--- src/rtl/rid_pkg.sv ---
package rid_pkg;

	// sample field, twiddle and result widths
	localparam int SAMPLE_W = 16;
	localparam int TW_W     = 16;
	localparam int OUT_W    = 23;
	localparam int BIN_W    = 6;

	// final scaling of the sums
	localparam int FRAC_BITS = 15;

	// cosine rom: 64 entries over one full turn
	localparam int ROM_AW   = 6;
	localparam int ROM_SIZE = 64;

	// defaults for the top-level parameters
	localparam int POINTS_DEF      = 64;
	localparam int SAMPLE_BITS_DEF = 16;

	localparam logic [ROM_AW-1:0] ROM_QTR   = 6'd16;
	localparam logic [ROM_AW-1:0] ROM_HALF  = 6'd32;
	localparam logic [ROM_AW-1:0] ROM_3QTR  = 6'd48;

	localparam logic signed [TW_W:0] TW_MAX = 17'sd32767;

	// round(32768*cos(2*pi*m/64)) over the first quadrant
	localparam logic signed [TW_W:0] QUARTER_COS [17] = '{
		17'sd32768, 17'sd32610, 17'sd32138, 17'sd31357, 17'sd30274, 17'sd28899,
		17'sd27246, 17'sd25330, 17'sd23170, 17'sd20788, 17'sd18205, 17'sd15447,
		17'sd12540, 17'sd9512,  17'sd6393,  17'sd3212,  17'sd0
	};

	// q1.15 cosine of 2*pi*m/64, folded from the quarter table, +1.0 saturated
	function automatic logic signed [TW_W-1:0] twiddle_cos(input logic [ROM_AW-1:0] m);
		logic [ROM_AW-1:0] fold;
		logic [4:0] qi;
		logic neg;
		logic signed [TW_W:0] mag;
		logic signed [TW_W:0] v;
		priority if (m <= ROM_QTR) begin
			fold = m;
			neg  = 1'b0;
		end else if (m <= ROM_HALF) begin
			fold = ROM_HALF - m;
			neg  = 1'b1;
		end else if (m <= ROM_3QTR) begin
			fold = m - ROM_HALF;
			neg  = 1'b1;
		end else begin
			fold = '0 - m;
			neg  = 1'b0;
		end
		qi  = fold[4:0];
		mag = QUARTER_COS[qi];
		v   = neg ? -mag : mag;
		if (v > TW_MAX) begin
			v = TW_MAX;
		end
		return v[TW_W-1:0];
	endfunction

endpackage

--- src/rtl/real_input_dft.sv ---
// direct dft of a block of real samples
// input channel: one signed q15 sample per beat (sample_valid / sample_stall),
// in time order; the low SAMPLE_BITS bits are taken (zero-extended if wider).
// after the POINTS-th sample of a block the block computes every bin with
// one complex multiply-accumulate pair (one cos and one -sin product per
// cycle while the pipeline is not frozen) and emits one beat per bin on the result channel
// (result_valid / result_stall), bins in order, final_bin on the last one.
// the sample store is written at one port and read at one port.
// compute: the terms of each bin pass the three stages (store read / rom,
// multiply, accumulate) before the finished bin enters the result register.
// sample_stall is high while the bins of a block are being issued; the next
// block may start loading as soon as the last term has been issued.
// when the result register is full and result_stall is high the whole
// multiply-accumulate pipeline freezes, so no bin is lost or repeated.
// reset (arst_n low) empties the pipeline and the result register and
// restarts the load count; the sample store holds no reset value.
module real_input_dft #(
	parameter int POINTS      = rid_pkg::POINTS_DEF,
	parameter int SAMPLE_BITS = rid_pkg::SAMPLE_BITS_DEF
) (
	input  logic                                clk,
	input  logic                                arst_n,
	input  logic                                sample_valid,
	output logic                                sample_stall,
	input  logic signed [rid_pkg::SAMPLE_W-1:0] sample,
	output logic                                result_valid,
	input  logic                                result_stall,
	output logic        [rid_pkg::BIN_W-1:0]    bin_number,
	output logic signed [rid_pkg::OUT_W-1:0]    real_part,
	output logic signed [rid_pkg::OUT_W-1:0]    imag_part,
	output logic                                final_bin
);

	localparam int IDX_W     = $clog2(POINTS);
	localparam int ROM_SHIFT = rid_pkg::ROM_AW - IDX_W;
	localparam int PROD_W    = SAMPLE_BITS + rid_pkg::TW_W;
	localparam int ACC_W     = PROD_W + IDX_W;
	localparam int EXT_W     = ACC_W + rid_pkg::OUT_W;
	localparam int OUT_LO    = rid_pkg::FRAC_BITS;
	localparam int OUT_HI    = rid_pkg::FRAC_BITS + rid_pkg::OUT_W - 1;
	localparam logic [IDX_W-1:0] IDX_LAST = IDX_W'(POINTS - 1);

	typedef enum logic [1:0] {
		ST_LOAD = 2'b01,
		ST_RUN  = 2'b10
	} state_t;

	state_t state_q;

	// sequencer
	logic [IDX_W-1:0] load_q;
	logic [IDX_W-1:0] bin_q;
	logic [IDX_W-1:0] term_q;
	logic [IDX_W-1:0] phase_q;

	// sample store
	logic signed [SAMPLE_BITS-1:0] mem_q [POINTS];
	logic signed [SAMPLE_BITS-1:0] samp_in;

	// pipeline
	logic                          adv;
	logic                          issue;
	logic                          accept;
	logic [rid_pkg::ROM_AW-1:0]    rom_idx;
	logic                          valid_s1, first_s1, last_s1;
	logic [IDX_W-1:0]              bin_s1;
	logic signed [SAMPLE_BITS-1:0] rd_s1;
	logic signed [rid_pkg::TW_W-1:0] cos_s1, sin_s1;
	logic                          valid_s2, first_s2, last_s2;
	logic [IDX_W-1:0]              bin_s2;
	logic signed [PROD_W-1:0]      mul_re, mul_im;
	logic signed [PROD_W-1:0]      prod_re_s2, prod_im_s2;
	logic signed [ACC_W-1:0]       acc_re_q, acc_im_q;
	logic signed [ACC_W-1:0]       acc_re_nxt, acc_im_nxt;
	logic signed [EXT_W-1:0]       ext_re, ext_im;

	// result register
	logic                                out_valid_q;
	logic        [rid_pkg::BIN_W-1:0]    out_bin_q;
	logic signed [rid_pkg::OUT_W-1:0]    out_re_q, out_im_q;
	logic                                out_final_q;

	// low SAMPLE_BITS of the field; wider settings see the field zero-extended
	generate
		if (SAMPLE_BITS <= rid_pkg::SAMPLE_W) begin : g_narrow
			assign samp_in = sample[SAMPLE_BITS-1:0];
		end else begin : g_wide
			assign samp_in = SAMPLE_BITS'($unsigned(sample));
		end
	endgenerate

	assign sample_stall = (state_q != ST_LOAD);
	assign accept       = sample_valid && !sample_stall;

	// everything behind the sequencer moves only when the result register can take a bin
	assign adv     = !out_valid_q || !result_stall;
	assign issue   = (state_q == ST_RUN) && adv;
	assign rom_idx = rid_pkg::ROM_AW'(phase_q) << ROM_SHIFT;

	// sequencer: phase steps by the bin number each term, wraps mod 2**IDX_W (POINTS when a power of two)
	always_ff @(posedge clk or negedge arst_n) begin
		if (!arst_n) begin
			state_q <= ST_LOAD;
			load_q  <= '0;
			bin_q   <= '0;
			term_q  <= '0;
			phase_q <= '0;
		end else begin
			unique case (state_q)
				ST_LOAD: begin
					if (accept) begin
						load_q <= load_q + 1'b1;
						if (load_q == IDX_LAST) begin
							state_q <= ST_RUN;
						end
					end
				end
				ST_RUN: begin
					if (adv) begin
						if (term_q == IDX_LAST) begin
							term_q  <= '0;
							phase_q <= '0;
							bin_q   <= bin_q + 1'b1;
							if (bin_q == IDX_LAST) begin
								state_q <= ST_LOAD;
							end
						end else begin
							term_q  <= term_q + 1'b1;
							phase_q <= phase_q + bin_q;
						end
					end
				end
				default: begin
					state_q <= ST_LOAD;
				end
			endcase
		end
	end

	// sample store: written while loading, read while issuing terms
	always_ff @(posedge clk) begin
		if (accept) begin
			mem_q[load_q] <= samp_in;
		end
		if (issue) begin
			rd_s1 <= mem_q[term_q];
		end
	end

	// stage 1: twiddle rom, stage 2: products
	always_ff @(posedge clk) begin
		if (adv) begin
			cos_s1     <= rid_pkg::twiddle_cos(rom_idx);
			sin_s1     <= rid_pkg::twiddle_cos(rom_idx + rid_pkg::ROM_QTR);
			bin_s1     <= bin_q;
			first_s1   <= (term_q == '0);
			last_s1    <= (term_q == IDX_LAST);
			prod_re_s2 <= mul_re;
			prod_im_s2 <= mul_im;
			bin_s2     <= bin_s1;
			first_s2   <= first_s1;
			last_s2    <= last_s1;
		end
	end

	always_ff @(posedge clk or negedge arst_n) begin
		if (!arst_n) begin
			valid_s1 <= 1'b0;
			valid_s2 <= 1'b0;
		end else if (adv) begin
			valid_s1 <= issue;
			valid_s2 <= valid_s1;
		end
	end

	assign mul_re = rd_s1 * cos_s1;
	assign mul_im = rd_s1 * sin_s1;

	// stage 3: accumulate, the first term of a bin restarts the sum
	assign acc_re_nxt = first_s2 ? ACC_W'(prod_re_s2) : acc_re_q + ACC_W'(prod_re_s2);
	assign acc_im_nxt = first_s2 ? ACC_W'(prod_im_s2) : acc_im_q + ACC_W'(prod_im_s2);
	assign ext_re     = EXT_W'(acc_re_nxt);
	assign ext_im     = EXT_W'(acc_im_nxt);

	always_ff @(posedge clk) begin
		if (adv && valid_s2) begin
			acc_re_q <= acc_re_nxt;
			acc_im_q <= acc_im_nxt;
		end
		if (adv && valid_s2 && last_s2) begin
			out_bin_q   <= rid_pkg::BIN_W'(bin_s2);
			out_re_q    <= ext_re[OUT_HI:OUT_LO];
			out_im_q    <= ext_im[OUT_HI:OUT_LO];
			out_final_q <= (bin_s2 == IDX_LAST);
		end
	end

	always_ff @(posedge clk or negedge arst_n) begin
		if (!arst_n) begin
			out_valid_q <= 1'b0;
		end else if (adv && valid_s2 && last_s2) begin
			out_valid_q <= 1'b1;
		end else if (!result_stall) begin
			out_valid_q <= 1'b0;
		end
	end

	assign result_valid = out_valid_q;
	assign bin_number   = out_bin_q;
	assign real_part    = out_re_q;
	assign imag_part    = out_im_q;
	assign final_bin    = out_final_q;

	// final flag marks exactly the last bin
	a_final_bin: assert property (@(posedge clk) disable iff (!arst_n)
		result_valid |-> (final_bin == (bin_number == rid_pkg::BIN_W'(POINTS - 1))))
		else $error("final_bin does not match the last bin number");

	// a held result freezes the term sequencer
	a_freeze: assert property (@(posedge clk) disable iff (!arst_n)
		(out_valid_q && result_stall) |=> ($stable(term_q) && $stable(bin_q)))
		else $error("sequencer moved while the result register was held");

	// issuing the last term of the last bin returns to loading
	a_block_end: assert property (@(posedge clk) disable iff (!arst_n)
		(issue && term_q == IDX_LAST && bin_q == IDX_LAST)
		|=> (state_q == ST_LOAD && bin_q == '0 && term_q == '0))
		else $error("block did not return to loading after the last bin");

	// term and phase counters stay at zero while loading
	a_load_idle: assert property (@(posedge clk) disable iff (!arst_n)
		(state_q == ST_LOAD) |-> (term_q == '0 && phase_q == '0 && bin_q == '0))
		else $error("term counters not cleared while loading");

endmodule
--- config.mk ---
export PLATFORM = sky130hd
export DESIGN_NAME = real_input_dft
export DESIGN_NICKNAME = d
export VERILOG_FILES = /design/src/rtl/rid_pkg.sv /design/src/rtl/real_input_dft.sv
export SDC_FILE = /design/constraint.sdc
export NUM_CORES = 2
export LEC_CHECK = 0
export BUFFER_PORTS_ARGS = -buffer_cell sky130_fd_sc_hd__buf_2
export CORE_MARGIN = 10
export CORE_UTILIZATION = 40
export DETAILED_ROUTE_END_ITERATION = 10
export MAX_ROUTING_LAYER = met4
export SETUP_SLACK_MARGIN = 0.05
export SLEW_MARGIN = 30
export SYNTH_ARGS = -nofsm -noshare
export SYNTH_HDL_FRONTEND = slang
export SYNTH_SLANG_ARGS = --single-unit
--- constraint.sdc ---
create_clock -name clk -period 8.43 [get_ports clk]
set_clock_uncertainty 0.15 [all_clocks]
set_input_delay 0.843 -clock clk [delete_from_list [all_inputs] [get_ports clk]]
set_output_delay 0.843 -clock clk [all_outputs]
set_load 0.005 [all_outputs]
# Word-level counts from Yosys, hierarchy flattened
# Memories as Yosys holds them, arrays and structs flattened. A register that Yosys moved wholly into a read port is not among the register bits.
# Cells that the tools add are included.
[totals] regBits=270 latch_bits=0 mem_bits_rw=1024 mem_bits_ro=1088 input_bits=20 n_memories=3
[op_classes] n_addsub=15 n_mul=2 div_mod_pow=0 order_cmp=10 n_eq_ne=13 shift=0 n_mux=36 bitwise_logic=2 n_reduce_logical=13
[memory_table] name="mem_q" depth=64 width=16 rd=1 rd_ports_with_merged_regs=1 wr=1 line="real_input_dft.sv:57" source="logic signed [SAMPLE_BITS-1:0] mem_q [POINTS];"
[memory_table] name="(no name shown)" depth=32 width=17 rd=1 rd_ports_with_merged_regs=0 wr=0 line="rid_pkg.sv:54" source="mag = QUARTER_COS[qi];"
[memory_table] name="(no name shown)" depth=32 width=17 rd=1 rd_ports_with_merged_regs=0 wr=0 line="rid_pkg.sv:54"
[ops] operator="$mux W17" count=6
[ops] operator="$add A38 B32 Y38" count=2
[ops] operator="$mux W38" count=2
[ops] operator="$mul A16 B16 Y32" count=2
[ops] operator="$mux W5" count=8
[ops] operator="$gt A17 B16 Y1 const B" count=2
[ops] operator="$neg A17 Y17" count=2
[ops] operator="$eq A6 B6 Y1 const B" count=4
[ops] operator="$le A6 B6 Y1 const B" count=4
[ops] operator="$sub A1 B5 Y5 const A" count=4
[ops] operator="$add A6 B1 Y6 const B" count=3
[ops] operator="$ge A6 B6 Y1 const B" count=2
[ops] operator="$le A6 B5 Y1 const B" count=2
[ops] operator="$mux W1" count=12
[ops] operator="$mux W6" count=2
[ops] operator="$not A5 Y6" count=2
[ops] operator="$mux W2" count=5
[ops] operator="$sub A5 B1 Y5 const B" count=2
[ops] operator="$ne A2 B1 Y1 const B" count=4
[ops] operator="$add A6 B5 Y6 const B" count=1
[ops] operator="$add A6 B6 Y6" count=1
[ops] operator="$logic_not A6 Y1" count=1
[ops] operator="$ne A2 B2 Y1 const B" count=3
[ops] operator="$reduce_and A5 Y1" count=1
[ops] operator="other kinds (8)" count=14

# Longest topological paths before layout
[logic_depth] word_depth=13 mapped_depth=26

# Least setup slack after synthesis
# Ideal clock, no wire load.
[synth_timing] path_type="flip-flop to flip-flop" startpoint="register rd_s1[15] (read register of mem_q)" endpoint="register prod_im_s2[30], data pin" arrival_time_ps=6470 setup_slack_ps=1652 stages_incl_launch_ff=25 cell_sequence="edfxtp_1 -> clkbuf_1 -> nand2_1 -> inv_1 -> fa_1 -> inv_1 -> fa_1 -> inv_1 -> fa_1 -> inv_1 -> fa_1 -> fa_1 -> fa_1 -> inv_1 -> ha_1 -> a21oi_1 -> nand2_1 -> o31a_1 -> a41o_1 -> o41ai_2 -> a31o_2 -> o21ai_0 -> or4_1 -> a2111o_1 -> o211ai_1"
[synth_via] elab_chain_len=1
[synth_rtl] element="start, declared" line="real_input_dft.sv:67" source="logic signed [SAMPLE_BITS-1:0] rd_s1;"
[synth_rtl] element="$mul A16 B16 Y32" line="real_input_dft.sv:177" source="assign mul_im = rd_s1 * sin_s1;"
[synth_rtl] element="net mul_im[30]" line="real_input_dft.sv:71" source="logic signed [PROD_W-1:0] mul_re, mul_im;"
[synth_rtl] element="end signal, assigned" line="real_input_dft.sv:159" source="prod_im_s2 <= mul_im;"
[synth_rtl] element="end, declared" line="real_input_dft.sv:72" source="logic signed [PROD_W-1:0] prod_re_s2, prod_im_s2;"
# The timed path passes the listed nets, and every way through them passes these cells.
# A chain may end at the register's enable or synchronous reset.

# Final worst setup path
[layout_timing] startpoint="register sin_s1[1] in the netlist's numbering" endpoint="register prod_im_s2[30], data pin"
[layout_via] elab_chain_len=1
[layout_rtl] element="start, declared" line="real_input_dft.sv:68" source="logic signed [rid_pkg::TW_W-1:0] cos_s1, sin_s1;"
[layout_rtl] element="start signal, assigned" line="real_input_dft.sv:154" source="sin_s1 <= rid_pkg::twiddle_cos(rom_idx + rid_pkg::ROM_QTR);"
[layout_rtl] element="$mul A16 B16 Y32" line="real_input_dft.sv:177"
[layout_rtl] element="net mul_im[30]" line="real_input_dft.sv:71"
# The timed path passes the listed nets, and every way through them passes these cells.

==> results.txt <==
Tcrit/Tclk final -> 0.868
Reg2reg start -> sin_s1[1]$_SDFFCE_PN1N_
Synth Flop Type -> sky130_fd_sc_hd__edfxtp_1
I/O Buffers -> 74
Initial antenna violation count -> 1
First-pass GRT wire length -> 264000 µm
PwrDens -> 179 nW/µm²
Total overflow reported by the global router -> 0
Antenna diodes -> 0
Area share of and/or/nand/nor cells after synthesis -> 0.0719
Fraction of final layout cells sized beyond drive strength 1 -> 0.140
Clock Latency Late Sink -> 0.76 ns
Setup repair after global routing missed its margin -> no
Post-Synthesis Cell Area -> 74700 µm²
Detailed-route DRC error count -> 0
Synth Area in Adders -> 0.187
Number of distinct library cells after synthesis -> 91
Dpl ws -> 1.11 ns
Share of synthesized registers carrying an async set or reset -> 0.0221
Clock tree from TritonCTS -> yes
Total placed cells including tap cells -> 7630
Classification of the worst-slack hold path -> primary input to asynchronous set/reset pin
Detailed placement HPWL -> 114000 µm
Xor and xnor area share after synthesis -> 0.0196
Number of DRC markers in iteration 0 -> 3274
Outcome -> finished clean
Number of setup violations in the final report -> 0
Worst slew slack as a fraction of its limit -> 0.365
Post-synthesis cell type with the largest combined area -> sky130_fd_sc_hd__edfxtp_1
H-tree depth reported by CTS -> 4
Post-synth top area share -> 0.515
Final number of hold-violating endpoints -> 0
Max_cap viols -> 0
Dominant combinational cell family by area after synthesis -> adder cells
Max Clock Freq -> 137 MHz
Worst setup path startpoint -> sin_s1[1]$_SDFFCE_PN1N_
Area Growth Syn to Fin -> 11.0%
Crit path kind -> flip-flop to flip-flop
Std-Cell Core Area -> 185000 µm²
Setup WS post-layout -> 1.11 ns
Via count of the first global-routing pass -> 44700
Total of fill cells in the finished design -> 16600
Vertical die dimension -> 452 µm
Die Footprint -> 204000 µm²
Area fraction in compound gates after synthesis -> 0.0513
Pin count of the biggest net entering global routing -> 87
Multiplexer share of the synthesized area -> 0.102
Non-filler instance count after layout -> 7877
Synth area leaders -> sky130_fd_sc_hd__edfxtp_1 52%, sky130_fd_sc_hd__fa_1 14%, sky130_fd_sc_hd__mux4_2 9.8%
Gp weighted congestion -> 0.876
Clock sink total -> 1310
Starting density of the core -> 0.403
Number of standard cells after synthesis -> 5179
Antenna-violating nets left -> 0
Net count after synthesis -> 5996
Crit-path max FO -> 16
Pleak -> 30.7 nW
Worst Path Required -> 8.88 ns
Clock-pin transition on the worst setup and hold timing paths -> 0.06 ns
#FFs+latches synth -> 1310
Number of buffers on the longest clock path -> 3
Overall power of the completed layout -> 14.8 mW
Arrival @ worst endpoint -> 7.77 ns
Post-synth EDFFs -> 1281
WL final -> 168000 µm
Launching element type of the critical path -> flip-flop
Clock Tree Root -> sky130_fd_sc_hd__clkbuf_16
Number of setup buffers added after CTS -> 0
GRT Util Overall -> 0.170
Peak VDD IR -> 0.266 mV
TritonRoute pass-1 iters -> 5
Num CTS Buffers -> 137
Pin slew with the least headroom to its limit -> 0.949 ns
Post-detailed-route via-to-cell ratio -> 5.30
Via count of the routed design -> 41800
Die outline width -> 452 µm
Wirelength per Cell -> 21.3 µm
Placement Rows -> 158
Summed negative setup slack over all endpoints -> 0 ns
Count of hold buffers inserted by post-cts repair -> 0
Net count reported at finish -> 6106
Sequential element share of the synthesized area -> 0.525
Final critical path time including I/O delays and setup -> 7.32 ns
Count of synthesis-stage warnings from yosys -> 0
Setup crit end kind -> flip-flop
Number of placed I/O pins -> 75
Final number of max-transition violations -> 0
Synth Area per Inst -> 14.4 µm²
# resized after CTS -> 0
-- worst max-delay path, cell delays in order (launching register included) --
cell and delay [ns]:
sky130_fd_sc_hd__edfxtp_1 0.66, sky130_fd_sc_hd__nand2_1 0.25, sky130_fd_sc_hd__inv_1 0.08, sky130_fd_sc_hd__fa_1 0.53, sky130_fd_sc_hd__inv_1 0.05, sky130_fd_sc_hd__fa_1 0.53, sky130_fd_sc_hd__inv_1 0.05, sky130_fd_sc_hd__fa_1 0.50
sky130_fd_sc_hd__inv_1 0.05, sky130_fd_sc_hd__fa_1 0.59, sky130_fd_sc_hd__fa_1 0.44, sky130_fd_sc_hd__fa_1 0.49, sky130_fd_sc_hd__inv_1 0.04, sky130_fd_sc_hd__ha_1 0.35, sky130_fd_sc_hd__a21oi_1 0.16, sky130_fd_sc_hd__nand2_1 0.08
sky130_fd_sc_hd__o31a_1 0.30, sky130_fd_sc_hd__a41o_1 0.24, sky130_fd_sc_hd__o41ai_2 0.34, sky130_fd_sc_hd__a31o_2 0.24, sky130_fd_sc_hd__o21ai_0 0.11, sky130_fd_sc_hd__or4_1 0.44, sky130_fd_sc_hd__a2111o_1 0.39, sky130_fd_sc_hd__o211ai_1 0.10
-- per-stage QoR --
step                      cell area [µm²]   util  hold WS (ns)
after global routing                82900  0.447        0.0663
final                               82900  0.447        0.0455
after detailed placement            78300  0.422         0.255
after floorplan                     74700      -         0.250
after CTS                           82900  0.447        0.0528
after global placement              78200  0.422         0.257
-- report_power, final --
group	internal, mW	switching [mW]
clock network	3.59	2.60
registers	7.41	0.105
logic	0.401	0.696
total	11.4	3.40
-- layout by cell type (no fill, tap or decap), drive strengths merged, types with 18 or more instances in the layout --
cell    synthesis  layout
mux4          325     325
o21ai         149     149
buf            42     187
clkbuf        174     163
dfrtp          28      28
xor2           51      51
a21o           46      46
o211ai         18      18
edfxtp       1281    1281
mux2i          20      20
o21bai         28      28
a211oi         34      34
xnor2         113     113
ha            270     270
a31oi          25      25
nand4          22      22
inv           642     650
fa            527     527
nor3           43      43
and2          252     252
nand2         399     399
nor2b          27      27
nand3          52      52
o31ai          25      25
a21oi         143     143
nand2b         27      27
clkinv          1      55
o21a           22      22
nor2          207     207
-- registers in the layout, summed over array words and instances, names as in the netlist, 16 cells and up --
name        count
imag_part      23
mem_q        1024
acc_im_q       38
cos_s1         16
rd_s1          16
prod_re_s2     32
sin_s1         16
real_part      23
prod_im_s2     32
acc_re_q       38
-- worst paths after layout --
| path | slack [ns] | endpoint | cells past startpoint |
|---|---|---|---|
| max | 1.11 | prod_im_s2[30]$_DFFE_PN_ | 23 |
| min | 0.05 | load_q[0]$_DFFE_PN0P_ | 1 |
| max reg2reg | 1.11 | prod_im_s2[30]$_DFFE_PN_ | 23 |
| min reg2reg | 0.26 | bin_s2[0]$_DFFE_PN_ | 0 |
| max in group asynchronous | 7.45 | term_q[1]$_DFFE_PN0P_ | 1 |
| min in group clk | 0.21 | result_valid$_DFFE_PN0P_ | 2 |
-- final cells by class --
| type | count | area (µm²) | share of cell area |
|---|---|---|---|
| Clock inverter | 84 | 1040 | 0.0126 |
| Clock buffer | 163 | 3570 | 0.0431 |
| Multi-Input combinational cell | 3010 | 32200 | 0.389 |
| Sequential cell | 1310 | 39200 | 0.473 |
| Timing Repair Buffer | 187 | 1320 | 0.0159 |
| Tap cell | 2480 | 3100 | 0.0374 |
| Inverter | 643 | 2410 | 0.0291 |
-- synth_stat cells (all sizes together) (8+ instances only) --
cell / instances
a211oi: 34
a21o: 46
a21oi: 143
a22oi: 10
a31oi: 25
and2: 252
and3: 16
buf: 42
clkbuf: 174
dfrtp: 28
edfxtp: 1281
fa: 527
ha: 270
inv: 642
mux2: 8
mux2i: 20
mux4: 325
nand2: 399
nand2b: 27
nand3: 52
nand4: 22
nor2: 207
nor2b: 27
nor3: 43
nor4: 9
o211ai: 18
o21a: 22
o21ai: 149
o21bai: 28
o31ai: 25
or2: 8
or3: 17
xnor2: 113
xor2: 51
-- metal layers --
metal / vias to the layer above / routed length [µm] / GRT usage
met2: 986 / 83500 / 0.282
met1: 21800 / 72000 / 0.218
li1: 18800 / - / -
met3: 255 / 8150 / 0.0269
met5: - / 0 / -
met4: 0 / 4110 / 0.0419
-- cells by family (layout without fill, tap and decap cells) --
| logic type | Yosys count | in the layout |
|---|---|---|
| and+or+nand+nor | 1106 | 1106 |
| DFF | 1310 | 1310 |
| AOI/OAI and AO/OA | 589 | 589 |
| muxes | 353 | 353 |
| buffers and inverters | 859 | 1077 |
| xor gates and xnor gates | 165 | 165 |
| adders and majority gates | 797 | 797 |
Note: power is estimated with default switching activity, not from simulation.
